$ cat src/rtl/core/lbp7_pkg.sv
// Shared constants and types for the radius-seven LBP pixel coder.
// No dependencies; imported by every module in rtl/core.
`timescale 1ns / 1ps

package lbp7_pkg;

   localparam int PIX_W          = 8;
   localparam int RADIUS         = 7;
   localparam int NUM_SAMPLES    = 8;
   localparam int NUM_POINTS     = NUM_SAMPLES + 1;   // samples plus centre
   localparam int CENTRE         = NUM_SAMPLES;
   localparam int LINES          = 2 * RADIUS;        // stored rows behind the newest
   localparam int TAP_W          = LINES * PIX_W;

   localparam int DEF_MAX_WIDTH  = 256;
   localparam int DEF_MAX_HEIGHT = 512;

   localparam int CFG_WIDTH_W    = 9;
   localparam int CFG_HEIGHT_W   = 10;
   localparam int CSR_INDEX_W    = 2;
   localparam int CSR_DATA_W     = 10;
   localparam int FRAME_WIDTH_RESET  = 256;
   localparam int FRAME_HEIGHT_RESET = 512;
   localparam int MIN_FRAME_WIDTH    = 8;

   localparam logic OP_DRAIN = 1'b1;

   typedef enum logic [CSR_INDEX_W-1:0] {
      CSR_FRAME_WIDTH  = 2'd0,
      CSR_FRAME_HEIGHT = 2'd1
   } csr_index_type;

   // (row, column) offsets of the sample points; last entry is the centre
   localparam int ROW_OFF [NUM_POINTS] = '{7, 5, 1, -5, -7, -6, -1, 4, 0};
   localparam int COL_OFF [NUM_POINTS] = '{1, -5, -7, -6, -1, 4, 7, 5, 0};

   typedef struct packed {
      logic accept;   // transaction taken into stage 1
      logic shift;    // stage 1 item moves on: line store write, history shift
      logic load2;    // stage 2 registers load
      logic load3;    // stage 3 (output) registers load
   } pipe_ctrl_type;

endpackage

$ cat src/rtl/core/lbp7_code.sv
// Edge masking (stage 1 to 2) and threshold compare (stage 2 to 3) of the coder.
// Depends on lbp7_pkg.
`timescale 1ns / 1ps

module lbp7_code import lbp7_pkg::*; #(
   parameter int MAX_WIDTH  = DEF_MAX_WIDTH,
   parameter int MAX_HEIGHT = DEF_MAX_HEIGHT
) (
   input  logic                               clock,
   input  pipe_ctrl_type                      ctrl,
   input  logic [$clog2(MAX_WIDTH+1)-1:0]     width,
   input  logic [$clog2(MAX_HEIGHT+1)-1:0]    height,
   input  logic [$clog2(MAX_HEIGHT)-1:0]      centre_row,
   input  logic [$clog2(MAX_WIDTH)-1:0]       centre_col,
   input  logic                               last,
   input  logic [PIX_W-1:0]                   sample [NUM_POINTS],
   output logic [NUM_SAMPLES-1:0]             lbp_code,
   output logic                               lbp_last
);

   localparam int WID_W = $clog2(MAX_WIDTH + 1);
   localparam int HGT_W = $clog2(MAX_HEIGHT + 1);
   localparam int RCW   = HGT_W + 2;
   localparam int CCW   = WID_W + 2;

   logic signed [RCW-1:0] h_ext;
   logic signed [CCW-1:0] w_ext;
   logic [PIX_W-1:0]      masked    [NUM_POINTS];
   logic [PIX_W-1:0]      pt2_ff    [NUM_POINTS];
   logic                  last2_ff;
   logic [NUM_SAMPLES-1:0] code_in;
   logic [NUM_SAMPLES-1:0] code3_ff;
   logic                  last3_ff;

   assign h_ext = RCW'(height);
   assign w_ext = CCW'(width);

   // points beyond the frame edge read as zero
   for (genvar n = 0; n < NUM_SAMPLES; n++) begin : g_mask
      logic signed [RCW-1:0] roff;
      logic signed [CCW-1:0] coff;
      logic signed [RCW-1:0] rr;
      logic signed [CCW-1:0] cc;
      logic                  inside_frame;
      assign roff = RCW'(ROW_OFF[n]);
      assign coff = CCW'(COL_OFF[n]);
      assign rr   = RCW'(centre_row) + roff;
      assign cc   = CCW'(centre_col) + coff;
      assign inside_frame = !rr[RCW-1] && (rr < h_ext) && !cc[CCW-1] && (cc < w_ext);
      assign masked[n] = inside_frame ? sample[n] : '0;
   end
   assign masked[CENTRE] = sample[CENTRE];

   always_ff @(posedge clock) begin
      if (ctrl.load2) begin
         pt2_ff   <= masked;
         last2_ff <= last;
      end
   end

   always_comb begin
      for (int s = 0; s < NUM_SAMPLES; s++) begin
         code_in[s] = (pt2_ff[s] >= pt2_ff[CENTRE]);
      end
   end

   always_ff @(posedge clock) begin
      if (ctrl.load3) begin
         code3_ff <= code_in;
         last3_ff <= last2_ff;
      end
   end

   assign lbp_code = code3_ff;
   assign lbp_last = last3_ff;

endmodule
$ cat config.mk
export PLATFORM = sky130hd
export DESIGN_NAME = lbp7_code
export DESIGN_NICKNAME = d
export VERILOG_FILES = /design/src/rtl/core/lbp7_pkg.sv /design/src/rtl/core/lbp7_code.sv
export SDC_FILE = /design/constraint.sdc
export NUM_CORES = 1
export LEC_CHECK = 0
export ABC_AREA = 1
export BUFFER_PORTS_ARGS = -buffer_cell sky130_fd_sc_hd__buf_2
export CORE_MARGIN = 8
export CORE_UTILIZATION = 35
export CTS_BUF_LIST = sky130_fd_sc_hd__clkbuf_8 sky130_fd_sc_hd__clkbuf_16
export DETAILED_ROUTE_END_ITERATION = 6
export GPL_ROUTABILITY_DRIVEN = 1
export PLACE_DENSITY = 0.61
export SLEW_MARGIN = 20
export SYNTH_ARGS = -nofsm -noshare
export SYNTH_HDL_FRONTEND = slang
export SYNTH_SLANG_ARGS = --single-unit
$ cat constraint.sdc
create_clock -name clock -period 2.1 [get_ports clock]
set_input_delay 0.105 -clock clock [delete_from_list [all_inputs] [get_ports clock]]
set_output_delay 0.105 -clock clock [all_outputs]
set_load 0.01 [all_outputs]
==> metrics.cfg <==
[global_routing]
grt_max_degree=27
grt_pass1_wl_mm=42.8
antenna_found_initial=0
grt_pass1_vias=8636
overflow=0
grtUsageTotal=0.163

[sta]
slew_headroom=0.599
drv_slew=0
fmax_mhz=494
grt_setup_unrepaired=true
period_share=0.963
worstMarginPinSlew_ns=0.601
setup_ws_ns=0.0768
finalHoldViolCount=0
fin_tns_setup_ns=0
fin_worst_skew_ns=0.00569
min_period_ns=2.02
finalSetupViolCount=0

[die]
start_util=0.353
core_area_mm2=0.0267
die_w_um=180
die_area_mm2=0.0324
fp-row-count=60
die_height_um=180
io_pins=123

[setup_path]
start_kind=primary input
worst-setup-path-type=primary input to register
ff2ff_path_depth=7
end_kind=register
crit_fanout=8
cp.required_ns=2.29
crit_arrival_ns=2.22
reg2reg_from=pt2_ff[3]$_DFFE_PP_
r2r_end=lbp_code[7]$_DFFE_PP_
r2r_setup_slack_ns=0.29

[yosys]
synth_ff_type=edfxtp_1
ys_types=38
synthArstFlopShare=0
yosys_register_bits=82
ys_warn_count=0
ys_seq_area_frac=0.262
synth_area_mm2=0.00941
synth_edf_count=82
syn_nets=1481
synth.avg_cell_area_um2=8.15
postSynthCellCount=1155

[route]
drc=0
drt_iter0_drc=485
wl_per_cell_um=15.0
via_count=8514
ant_nets=0
totalWireLength_mm=26.8
drt-pass1-iter-count=6
avgViaCountPerCell=4.76

[min_path]
min_from=sample[46]
holdPathStages=3
worst_hold_path.endpoint=pt2_ff[46]$_SDFFCE_PN0P_
hp-class=primary input to register

[clocking]
worstSkewPairLatency_ns=0.34
cts_tree=done
cts-root-buf=clkbuf_16
htree_levels=3
numCtsBuffers=9
clock_path_buffers=2
clock-sinks=82
clk_pin_slew_ns=0.06

[cells_and_area]
final_util=0.458
fill_cells=2642
multi_input_area_mm2=0.00639
seq_area_mm2=0.00246
layout-drive-gt1-share=0.286
diodes=0
nets=1769
area_growth_pct=29.8

[placement]
gp_congestion=0.918
port_buffers=120
dp_slack_ns=-0.487
hpwl_mm=22.5

[power_and_ir_drop]
pwr-share-clk=0.257
power.density_mw_per_mm2=493
p_int_w=0.00399
swShare=0.337
p_seq_frac=0.349
switching_power_w=0.00203
p_leak_nw=6.38
ir_worst_vdd_v=0.000396
combPwrFrac=0.394
power.total_w=0.00602

[job]
cap_violations=0

[run_status]
status=finished, final reports clean

==> synth_stat cells (5+ instances only) <==
cell type    n  area (um^2)
nor3b_1     16          120
edfxtp_1    82         2460
nand2_4      6         67.6
nor2_1     101          379
nand2_1    232          871
nand3_1     34          170
o2111ai_1    8         70.1
inv_2        5         18.8
inv_4        5         31.3
o21a_1       8         60.1
buf_4        6         45.0
o21ai_0     32          160
xor2_1      68          596
nand4_1     11         68.8
nand2_2      6         37.5
nor3_1       5         25.0
a21o_1       5         37.5
a21oi_1     83          415
nor2_2      36          225
inv_1      168          631
ha_1       212         2650
==> how the worst max path moves through the flow <==
stage	end	cells after the start	slack, ns	start
CTS	pt2_ff[26]$_SDFFCE_PN0P_	15	-0.03	centre_row[2]
finish	pt2_ff[58]$_SDFFCE_PN0P_	14	0.08	centre_row[1]
floorplan	pt2_ff[64]$_SDFFCE_PN0P_	12	0.03	centre_row[0]
global route	pt2_ff[62]$_SDFFCE_PN0P_	14	-0.06	centre_row[1]
detailed placement	pt2_ff[49]$_SDFFCE_PN0P_	14	-0.49	centre_col[0]
global placement	pt2_ff[49]$_SDFFCE_PN0P_	16	-0.47	centre_col[0]
==> through the flow <==
step | instance area, um^2 | hold slack [ns] | instances
4_1_cts | 12000 | 0.0581 | 1789
3_3_place_gp | 11600 | 0.283 | 1764
2_1_floorplan | 9410 | 0.204 | 1155
5_1_grt | 12200 | 0.0654 | 1789
3_5_place_dp | 11600 | 0.285 | 1764
6_report | 12200 | 0.0653 | 1789
==> worst max-delay path, cell delays in order <==
cell	delay [ns]
buf_2	0.12
buf_12	0.11
ha_1	0.15
inv_1	0.07
o21ai_0	0.30
buf_4	0.18
nand2_1	0.07
xor2_1	0.16
ha_1	0.19
a21oi_1	0.12
o21ai_1	0.09
nor2_1	0.21
nand3_4	0.20
nor2_1	0.13
==> routing by layer <==
| layer | wire, um | share of wire | GRT usage | vias up |
|---|---|---|---|---|
| met5 | 0 | 0 | 0 | - |
| met4 | 410 | 0.015 | 0.0357 | 0 |
| met3 | 1160 | 0.043 | 0.0246 | 30 |
| met2 | 13000 | 0.48 | 0.286 | 191 |
| met1 | 12300 | 0.46 | 0.207 | 3898 |
| li1 | - | - | - | 4395 |
==> cell type report <==
cell class | instances | share of cell area
Multi-Input combinational cell | 883 | 0.523
Sequential cell | 82 | 0.202
Timing Repair Buffer | 288 | 0.160
Inverter | 179 | 0.0564
Tap cell | 341 | 0.0349
Clock buffer | 9 | 0.0184
Clock inverter | 7 | 0.00563
==> timing repair <==
action / in CTS / in global routing
resized for setup: 4 / 66
hold buffers: 9 / 0
buffers inserted: 0 / 0
endpoints found under the hold margin: 9 / 0
pin swaps: 0 / 17
setup endpoints to repair: 32 / 64
==> state kept, by name, indices dropped and copies added (netlist names) <==
register  cells
last2_ff      1
lbp_code      8
lbp_last      1
pt2_ff       72
==> cells by family (layout without fill, tap and decap cells) <==
group / count (synthesis) / in the layout / synth area share
flip-flops: 82 / 82 / 0.262
AND/OR/NAND/NOR: 457 / 457 / 0.222
XOR/XNOR: 72 / 72 / 0.0670
buffers and inverters: 190 / 483 / 0.0834
AO/OA/AOI/OAI: 142 / 142 / 0.0846
adder cells (fa/ha/maj): 212 / 212 / 0.282
==> placed cells by master, fill, tap and decap left out, drive strengths merged <==
master         n
a21boi         1
a21o           5
a21oi         85
and3           1
buf          277
bufinv         1
clkbuf        11
clkinv         4
clkinvlp       1
dlygate4sd3    9
edfxtp        82
ha           212
inv          180
nand2        244
nand3         36
nand3b         1
nand4         11
nor2         141
nor3           6
nor3b         16
o2111ai        8
o21a           8
o21ai         33
o21bai         2
or2            1
xnor2          4
xor2          68
==> power by group through the flow <==
stage	logic (W)	registers (W)	clock network, W
2_1_floorplan	0.00139	0.00213	0
3_3_place_gp	0.00221	0.00213	0
3_5_place_dp	0.00228	0.00213	0
4_1_cts	0.00232	0.00210	0.00158
5_1_grt	0.00271	0.00211	0.00165
6_report	0.00237	0.00210	0.00155
Note: power is estimated with default switching activity, not from simulation.
